**config.mk**
```make
export PLATFORM = sky130hd
export DESIGN_NAME = websocket_frame_deframer_top
export DESIGN_NICKNAME = d
export VERILOG_FILES = /design/src/wsd_pkg.sv /design/src/websocket_frame_deframer_top.sv
export SDC_FILE = /design/constraint.sdc
export NUM_CORES = 1
export LEC_CHECK = 0
export BUFFER_PORTS_ARGS = -buffer_cell sky130_fd_sc_hd__buf_2
export CAP_MARGIN = 20
export CORE_MARGIN = 8
export CORE_UTILIZATION = 55
export DETAILED_ROUTE_END_ITERATION = 6
export HOLD_SLACK_MARGIN = 0.02
export PLACE_DENSITY = 0.78
export SLEW_MARGIN = 20
export SYNTH_ARGS = -nofsm -noshare
export SYNTH_HDL_FRONTEND = slang
export SYNTH_SLANG_ARGS = --single-unit
```
**constraint.sdc**
```tcl
create_clock -name clk -period 6 [get_ports clk]
set_clock_uncertainty 0.15 [all_clocks]
set_input_delay 0.6 -clock clk [delete_from_list [all_inputs] [get_ports clk]]
set_output_delay 0.6 -clock clk [all_outputs]
set_load 0.02 [all_outputs]
```
**src/wsd_pkg.sv**
```systemverilog
// Package for the WebSocket frame deframer.
// Holds the parse phase encoding, result kind codes and length code constants.
// No dependencies.
package wsd_pkg;

    typedef enum logic [6:0] {
        PH_HDR0  = 7'b0000001,
        PH_HDR1  = 7'b0000010,
        PH_EXT16 = 7'b0000100,
        PH_EXT64 = 7'b0001000,
        PH_KEY   = 7'b0010000,
        PH_DATA  = 7'b0100000,
        PH_ERR   = 7'b1000000
    } phase_t;

    typedef enum logic [1:0] {
        KIND_HEADER  = 2'd0,
        KIND_PAYLOAD = 2'd1,
        KIND_ERROR   = 2'd2
    } kind_t;

    localparam logic [6:0] LEN_CODE_EXT16 = 7'd126;
    localparam logic [6:0] LEN_CODE_EXT64 = 7'd127;

    localparam logic [3:0] EXT16_BYTES = 4'd2;
    localparam logic [3:0] EXT64_BYTES = 4'd8;
    localparam logic [3:0] KEY_BYTES   = 4'd4;

endpackage

```
**src/websocket_frame_deframer_top.sv**
```systemverilog
// WebSocket frame deframer, receive side: header parse, unmasking, error on unmasked frame.
// Depends on wsd_pkg.
//
// Usage:
//   Input channel (in_valid/in_ready/in_byte) carries the connection stream, one byte per
//   request. Output channel (out_valid/out_ready and the result fields) gives at most one
//   result per input byte: a header result once the masking key is complete, one result
//   per unmasked payload byte (last set on the final one, or on the header of an empty
//   frame), or a single error result when a frame arrives without MASK.
//   Latency: a result appears on the output register the cycle after its byte is taken.
//   Throughput: one byte per cycle while in_ready is high; the parse state advances in the
//   cycle the byte is accepted; the output register loads then only if it gives a result.
//   Stall: while a result waits with out_ready low, in_ready drops; otherwise bytes that
//   give no result (header, length and key bytes) are taken every cycle.
//   After an error the block keeps taking bytes and drops them until reset.
//   Reset (rst_n low, asynchronous) returns the parser to the first header byte, clears
//   the held header fields and the continuation opcode, and empties the output register.
module websocket_frame_deframer_top
    import wsd_pkg::*;
(
    input  logic        clk,
    input  logic        rst_n,
    input  logic        in_valid,
    output logic        in_ready,
    input  logic [7:0]  in_byte,
    output logic        out_valid,
    input  logic        out_ready,
    output logic [1:0]  kind,
    output logic [7:0]  payload_byte,
    output logic        fin_bit,
    output logic [2:0]  reserved_flags,
    output logic [3:0]  frame_kind,
    output logic [63:0] frame_length,
    output logic        last
);

    phase_t      phase_reg, phase_next;
    logic [3:0]  count_reg, count_next;
    logic        fin_reg, fin_next;
    logic [2:0]  rsv_reg, rsv_next;
    logic [3:0]  opc_reg, opc_next;
    logic [3:0]  cont_opc_reg, cont_opc_next;
    logic [63:0] len_reg, len_next;
    logic [63:0] done_reg, done_next;
    logic [31:0] key_reg, key_next;
    logic        mask_reg, mask_next;

    logic        out_valid_reg;
    kind_t       kind_reg;
    logic [7:0]  data_reg;
    logic        fin_out_reg;
    logic [2:0]  rsv_out_reg;
    logic [3:0]  opc_out_reg;
    logic [63:0] len_out_reg;
    logic        last_reg;

    logic        in_fire;
    logic        emit;
    kind_t       emit_kind;
    logic [7:0]  emit_data;
    logic        emit_last;
    logic [7:0]  key_byte;
    logic [6:0]  len_code;
    logic [3:0]  field_limit;

    assign in_ready = !out_valid_reg || out_ready;
    assign in_fire  = in_valid && in_ready;
    assign len_code = in_byte[6:0];

    always_comb
    begin
        case (done_reg[1:0])
            2'd0:    key_byte = key_reg[31:24];
            2'd1:    key_byte = key_reg[23:16];
            2'd2:    key_byte = key_reg[15:8];
            default: key_byte = key_reg[7:0];
        endcase
    end

    always_comb
    begin
        phase_next    = phase_reg;
        count_next    = count_reg;
        fin_next      = fin_reg;
        rsv_next      = rsv_reg;
        opc_next      = opc_reg;
        cont_opc_next = cont_opc_reg;
        len_next      = len_reg;
        done_next     = done_reg;
        key_next      = key_reg;
        mask_next     = mask_reg;
        emit          = 1'b0;
        emit_kind     = KIND_HEADER;
        emit_data     = 8'd0;
        emit_last     = 1'b0;
        field_limit   = (phase_reg == PH_EXT16) ? EXT16_BYTES : EXT64_BYTES;

        unique case (phase_reg)
            PH_HDR0:
            begin
                fin_next  = in_byte[7];
                rsv_next  = in_byte[6:4];
                done_next = 64'd0;
                if (in_byte[3:0] != 4'd0)
                begin
                    opc_next      = in_byte[3:0];
                    cont_opc_next = in_byte[3:0];
                end
                else
                begin
                    opc_next = cont_opc_reg;
                end
                phase_next = PH_HDR1;
            end
            PH_HDR1:
            begin
                mask_next  = in_byte[7];
                count_next = 4'd0;
                if (len_code == LEN_CODE_EXT16)
                begin
                    len_next   = 64'd0;
                    phase_next = PH_EXT16;
                end
                else if (len_code == LEN_CODE_EXT64)
                begin
                    len_next   = 64'd0;
                    phase_next = PH_EXT64;
                end
                else
                begin
                    len_next = {57'd0, len_code};
                    if (in_byte[7])
                    begin
                        phase_next = PH_KEY;
                    end
                    else
                    begin
                        phase_next = PH_ERR;
                        emit       = 1'b1;
                        emit_kind  = KIND_ERROR;
                    end
                end
            end
            PH_EXT16, PH_EXT64:
            begin
                len_next   = {len_reg[55:0], in_byte};
                count_next = count_reg + 4'd1;
                if (count_next >= field_limit)
                begin
                    count_next = 4'd0;
                    if (mask_reg)
                    begin
                        phase_next = PH_KEY;
                    end
                    else
                    begin
                        phase_next = PH_ERR;
                        emit       = 1'b1;
                        emit_kind  = KIND_ERROR;
                    end
                end
            end
            PH_KEY:
            begin
                key_next   = {key_reg[23:0], in_byte};
                count_next = count_reg + 4'd1;
                if (count_next >= KEY_BYTES)
                begin
                    count_next = 4'd0;
                    done_next  = 64'd0;
                    emit       = 1'b1;
                    emit_kind  = KIND_HEADER;
                    if (len_reg == 64'd0)
                    begin
                        phase_next = PH_HDR0;
                        emit_last  = 1'b1;
                    end
                    else
                    begin
                        phase_next = PH_DATA;
                    end
                end
            end
            PH_DATA:
            begin
                done_next = done_reg + 64'd1;
                emit      = 1'b1;
                emit_kind = KIND_PAYLOAD;
                emit_data = in_byte ^ key_byte;
                emit_last = (done_next >= len_reg);
                if (emit_last)
                begin
                    phase_next = PH_HDR0;
                end
            end
            PH_ERR:
            begin
                phase_next = PH_ERR;
            end
            default:
            begin
                phase_next = PH_ERR;
            end
        endcase
    end

    always_ff @(posedge clk or negedge rst_n)
    begin
        if (!rst_n)
        begin
            phase_reg    <= PH_HDR0;
            count_reg    <= 4'd0;
            fin_reg      <= 1'b0;
            rsv_reg      <= 3'd0;
            opc_reg      <= 4'd0;
            cont_opc_reg <= 4'd0;
            len_reg      <= 64'd0;
            done_reg     <= 64'd0;
            key_reg      <= 32'd0;
            mask_reg     <= 1'b0;
        end
        else if (in_fire)
        begin
            phase_reg    <= phase_next;
            count_reg    <= count_next;
            fin_reg      <= fin_next;
            rsv_reg      <= rsv_next;
            opc_reg      <= opc_next;
            cont_opc_reg <= cont_opc_next;
            len_reg      <= len_next;
            done_reg     <= done_next;
            key_reg      <= key_next;
            mask_reg     <= mask_next;
        end
    end

    always_ff @(posedge clk or negedge rst_n)
    begin
        if (!rst_n)
        begin
            out_valid_reg <= 1'b0;
        end
        else if (in_fire && emit)
        begin
            out_valid_reg <= 1'b1;
        end
        else if (out_ready)
        begin
            out_valid_reg <= 1'b0;
        end
    end

    always_ff @(posedge clk)
    begin
        if (in_fire && emit)
        begin
            kind_reg    <= emit_kind;
            data_reg    <= emit_data;
            fin_out_reg <= fin_next;
            rsv_out_reg <= rsv_next;
            opc_out_reg <= opc_next;
            len_out_reg <= len_next;
            last_reg    <= emit_last;
        end
    end

    assign out_valid      = out_valid_reg;
    assign kind           = kind_reg;
    assign payload_byte   = data_reg;
    assign fin_bit        = fin_out_reg;
    assign reserved_flags = rsv_out_reg;
    assign frame_kind     = opc_out_reg;
    assign frame_length   = len_out_reg;
    assign last           = last_reg;

    a_err_sticky: assert property (@(posedge clk) disable iff (!rst_n)
        phase_reg == PH_ERR |=> phase_reg == PH_ERR)
        else $error("error phase left without reset");

    a_data_gives_payload: assert property (@(posedge clk) disable iff (!rst_n)
        in_fire && phase_reg == PH_DATA |=> out_valid && kind == KIND_PAYLOAD)
        else $error("payload byte did not produce a payload result");

    a_hdr_no_result: assert property (@(posedge clk) disable iff (!rst_n)
        in_fire && (phase_reg == PH_HDR0 || phase_reg == PH_ERR) && !out_valid
        |=> !out_valid)
        else $error("result produced for a byte that carries none");

    a_count_bound: assert property (@(posedge clk) disable iff (!rst_n)
        count_reg < EXT64_BYTES)
        else $error("field byte count out of range");

endmodule

```
# After elaboration in Yosys (flattened, before gate mapping)
# Index checks and enable logic that the tools add are counted.
[op_classes]
add_sub_neg = 2
order_cmp = 3
eq_ne = 13
muxes = 41
bitwise = 1
reduce_logical = 17
[ops]
columns = ["operator", "count"]
rows = [
  ["$pmux W64 S3", 1],
  ["$pmux W64 S2", 1],
  ["$add A64 B1 Y64 const B", 1],
  ["$ge A64 B64 Y1", 1],
  ["$logic_not A64 Y1", 1],
  ["$mux W64", 1],
  ["$mux W7", 9],
  ["$pmux W7 S5", 1],
  ["$pmux W8 S3", 1],
  ["$mux W4", 5],
  ["$eq A7 B7 Y1 const B", 2],
  ["$pmux W4 S3", 1],
  ["$mux W1", 11],
  ["$mux W2", 5],
  ["$reduce_and A2 Y1", 4],
  ["$xor A8 B8 Y8", 1],
  ["$eq A7 B1 Y1 const B", 1],
  ["$eq A7 B2 Y1 const B", 1],
  ["$eq A7 B3 Y1 const B", 1],
  ["$eq A7 B4 Y1 const B", 1],
  ["$eq A7 B5 Y1 const B", 1],
  ["$eq A7 B6 Y1 const B", 1],
  ["$mux W6", 1],
  ["$ne A2 B2 Y1 const B", 3],
  ["19 further kinds", 21],
]
[totals]
register_bits = 268
inputBits = 12
output_inout_bits = 85
word_cells = 95

# Logic depth before layout (Yosys ltp)
[depth]
depth_word = 7
mapped_depth = 18
ltp_nobuf = 15

# Least setup slack after synthesis
# No wires, ideal clock.
[synth_path]
kind = "reg-to-reg"
startpoint = "reg phase_reg[5]"
endpoint = "reg fin_out_reg, in the netlist fin_bit (enable)"
setup_time_ns = 0.525
arrival_ns = 5.161
t_required_ns = 5.325
setup_slack_ns = 0.164
stages_incl_launch_ff = 11
path_buffers = 0
synth_period_minus_slack_ns = 5.836
cell_sequence = "dfrtp_1 nor2_1 nand2_1 nor4b_1 ha_1 nand2_1 nand3_1 a21oi_1 o32ai_1 nor3_1 nor2_1"
[synth_between]
elab_chain_cells = 6
word_cells_on_any_way = 11
cone_classes = "1 x order compare; 5 x eq/ne; 3 x mux; 2 x reduce/logical"
[synth_rtl]
columns = ["element", "line_no", "source"]
rows = [
  ["start, declared", "websocket_frame_deframer_top.sv:37", "phase_t phase_reg, phase_next;"],
  ["start signal, assigned", "websocket_frame_deframer_top.sv:224", "phase_reg <= phase_next;"],
  ["$eq A7 B3 Y1", "websocket_frame_deframer_top.sv:96, websocket_frame_deframer_top.sv:98", ""],
  ["$mux W4", "websocket_frame_deframer_top.sv:96", "field_limit = (phase_reg == PH_EXT16) ? EXT16_BYTES : EXT64_BYTES;"],
  ["$ge A4 B4 Y1", "websocket_frame_deframer_top.sv:148", "if (count_next >= field_limit)"],
  ["$mux W1", "websocket_frame_deframer_top.sv:148", ""],
  ["$pmux W1 S4 *", "websocket_frame_deframer_top.sv:98", "unique case (phase_reg)"],
  ["$logic_and A1 B1 Y1 *", "websocket_frame_deframer_top.sv:255", "if (in_fire && emit)"],
  ["end signal, assigned", "websocket_frame_deframer_top.sv:259", "fin_out_reg <= fin_next;"],
  ["end, declared", "websocket_frame_deframer_top.sv:51", "logic fin_out_reg;"],
]
# Every way passes the cells marked *; elsewhere a longest branch is shown, timed or not.
# A chain may end at the register's enable or synchronous reset.

# Final worst setup path
[layout_path]
startpoint = "reg done_reg[0]"
endpoint = "reg phase_reg[4]"
[layout_between]
elab_chain_cells = 4
[layout_rtl]
columns = ["element", "line_no", "source"]
rows = [
  ["start, declared", "websocket_frame_deframer_top.sv:44", "logic [63:0] done_reg, done_next;"],
  ["start signal, assigned", "websocket_frame_deframer_top.sv:231", "done_reg <= done_next;"],
  ["$add A64 B1 Y64", "websocket_frame_deframer_top.sv:186", "done_next = done_reg + 64'd1;"],
  ["$ge A64 B64 Y1", "websocket_frame_deframer_top.sv:190", "emit_last = (done_next >= len_reg);"],
  ["$ne A2 B2 Y1 (no source line)", "n/a", ""],
  ["$reduce_and A4 Y1 (no source line)", "n/a", ""],
]
# No other way between the ends.

==> results.md <==
- Status: complete, but fails checks
- Failing checks: hold timing
- Total of max-cap violations: 0
- Fin util: 62.57%
- CP Capture Type: register
- Power Density: 259.5 mW/mm²
- Yosys reg bits: 268
- Routed Antenna Nets: 0
- Rel. slew slack: 34.33%
- Mapped Avg Cell Area: 10.29 µm²
- Internal reg-to-reg setup slack: 1130 ps
- Final WL: 34,730 µm
- N_diodes: 0
- P_int: 3.126 mW
- I/O pin total: 97
- Critical R2R Launch: done_reg[0]$_DFFE_PN0P_
- Ys async rst share: 69.03%
- Hpwl dp: 24,390 µm
- Drt drc: 0
- Final setup vio count: 0
- Sw Ratio: 23.55%
- Cell count after synthesis: 1,369
- WS Path Type: reg -> reg
- Die Ht: 176.1 µm
- Standard-cell rows: 58
- Largest net degree at the start of global routing: 100
- TritonCTS buffer count: 28
- Vias in the first global route: 10,330
- Crit. Startpoint: done_reg[0]$_DFFE_PN0P_
- Total Power: 4.089 mW
- P_sw: 963.0 µW
- F_max: 205.5 MHz
- Final slew viol count: 0
- Pleak: 6.736 nW
- 1st-pass router iterations: 6
- RSZ-0062 raised after global routing: false
- Overflow after GRT: 0
- Slew @ Worst Pin: 984.0 ps
- Placed inst area: 0.01478 mm²
- Post-CTS sizing: 0
- Initial antenna violation count: 0
- Worst reg2reg path depth: 13
- Setup TNS: 0 ps
- Clk buf depth: 3
- Syn nets: 1,453
- Tmin final: 4867 ps
- Layout area overhead: 11.81%
- Clock root buffer: clkbuf_16
- Syn. warnings: 0
- Setup bufs post-CTS: 0
- Nature of the critical path startpoint: register
- Layout cell share with drive strength beyond 1: 15.02%
- CTS tree: yes
- Peak supply drop: 249.1 µV
- Global-route wire length before repair: 55,520 µm
- Register area share after synthesis: 50.55%
- H-tree Lvls: 1
- Ys flop type: dfrtp_1
- Post-synth EDFFs: 83
- Final #Nets: 1,513
- Final Cycle Share: 81.12%
- Setup crit end: phase_reg[4]$_DFFE_PN0P_
- Reg2reg end: phase_reg[4]$_DFFE_PN0P_
- Part of the power in the clock network: 44.2%
- I/O Buffers: 96
- Logic gate share of total power: 7.2%
- Vias: 10,920
- Worst hold path type: in -> async
- GPL Wtd Cong: 0.8786
- Gr usage total: 21.80%
- CP Data Required Time: 6290 ps
- Final Cell Area: 0.01576 mm²
- Post-synthesis cell type count: 64
- Fin Hold WS: -36.56 ps
- Initial Utilization: 55.96%
- Core area: 0.02518 mm²
- Hold_buf cts: 0
- DR vias/cell: 6.131
- Clk slew on worst S/H paths: 60 ps
- Die area: 0.03100 mm²
- Routed len/inst: 19.50 µm
- Final hold violations: 21
- Sequential power share: 48.6%
- Clock latency on the worst-skew pair: 560 ps
- CP Data Arrival Time: 5160 ps
- Iter 0 DRT Violations: 1,321
- Clk sinks: 268
- Crit path max fanout: 12
- Die W: 176.1 µm
- Netlist Area Pre-Place: 0.01409 mm²
==> metal layers <==
metal | wire length (µm) | track usage [%] | up-vias
met5 | 0 | 0 | -
met4 | 676 | 5.758 | 0
met3 | 2835 | 3.610 | 44
met2 | 15910 | 34.02 | 457
met1 | 15310 | 31.14 | 5334
li1 | - | - | 5085
==> cell usage in the layout (no fill, tap or decap), types with 4 or more instances in the layout <==
cell type     n
buf_2        95
a222oi_1      8
o21ai_0     146
nor4_1       21
o21a_1        8
buf_4        12
a22o_1       72
dfrtp_1     184
nand3_1      39
bufinv_16     4
xor2_1       17
a211oi_1      4
edfxtp_1     83
o22ai_1       8
clkbuf_16    28
and2_1        6
or3_1         4
nor2_1       46
a31oi_1      16
inv_1        90
mux2_2       37
a21o_1       10
a21oi_1      52
nor3_1        5
ha_1         72
xnor2_1      56
nand4_1      27
and4_1       10
o31ai_1      33
clkbuf_1      4
and3_1       16
clkinv_1      5
clkinvlp_4    4
nand2_1     164
==> cell usage after synthesis, types with 21 or more instances <==
| cell | n | area, µm² |
|---|---|---|
| nor2_1 | 48 | 180.2 |
| ha_1 | 72 | 900.9 |
| o21ai_0 | 146 | 730.7 |
| nand4_1 | 27 | 168.9 |
| nand3_1 | 39 | 195.2 |
| edfxtp_1 | 83 | 2492 |
| mux2_2 | 37 | 416.7 |
| dfrtp_1 | 184 | 4604 |
| nor4_1 | 21 | 131.4 |
| nand2_1 | 164 | 615.6 |
| a22o_1 | 72 | 630.6 |
| inv_1 | 90 | 337.8 |
| a21oi_1 | 52 | 260.3 |
| xnor2_1 | 56 | 490.5 |
| clkbuf_1 | 56 | 210.2 |
| o31ai_1 | 33 | 247.7 |
==> cell type report <==
| cell class | instances | area [µm²] |
|---|---|---|
| clock buffer | 35 | 757.0 |
| clock inverter | 17 | 217.7 |
| fill | 1927 | 9427 |
| inverter | 91 | 341.6 |
| multi-input combinational | 932 | 6326 |
| sequential | 268 | 7123 |
| tap | 330 | 412.9 |
| timing repair buffer | 108 | 576.8 |
==> per-stage QoR <==
step / instances / worst slack (ps)
after floorplan: 1369 / 163.7
after global placement: 1729 / 1351
after detailed placement: 1729 / 1166
after CTS: 1781 / 1148
after global routing: 1781 / 809.3
final: 1781 / 1133
==> cell families after synthesis <==
| group | synth area share (%) |
|---|---|
| compound gates | 17.47 |
| simple gates | 13.33 |
| flops | 50.55 |
| buf+inv | 4.759 |
| xor+xnor | 4.537 |
| fa+ha+maj | 6.393 |
| mux | 2.957 |
==> worst min-delay path by stage <==
stage	end	slack, ps	cells past startpoint
floorplan	cont_opc_reg[0]$_DFFE_PN0P_	150	0
global placement	opc_reg[0]$_DFFE_PN0P_	320	1
detailed placement	opc_reg[2]$_DFFE_PN0P_	330	1
CTS	key_reg[3]$_DFFE_PN0P_	20	1
global route	key_reg[14]$_DFFE_PN0P_	60	1
finish	key_reg[6]$_DFFE_PN0P_	-40	1
==> critical path, stage by stage, from the launching register on <==
cell,delay [ps]
dfrtp_1,480
nand3_1,190
nor4_4,540
nand3_2,240
nor3_2,690
nand4_1,270
xnor2_1,190
ha_1,290
nand4_1,140
nor4_1,450
inv_1,130
a311o_1,420
a21oi_2,210
mux2_2,370
==> power by group through the flow <==
stage	Clock [mW]	Sequential, mW	Combinational (mW)
after global placement	0	2.02	0.284
after floorplan	0	2.01	0.191
after CTS	1.83	1.99	0.295
after global routing	1.90	1.99	0.329
final	1.81	1.99	0.296
after detailed placement	0	2.02	0.291
(Power assumes the default switching activity.)
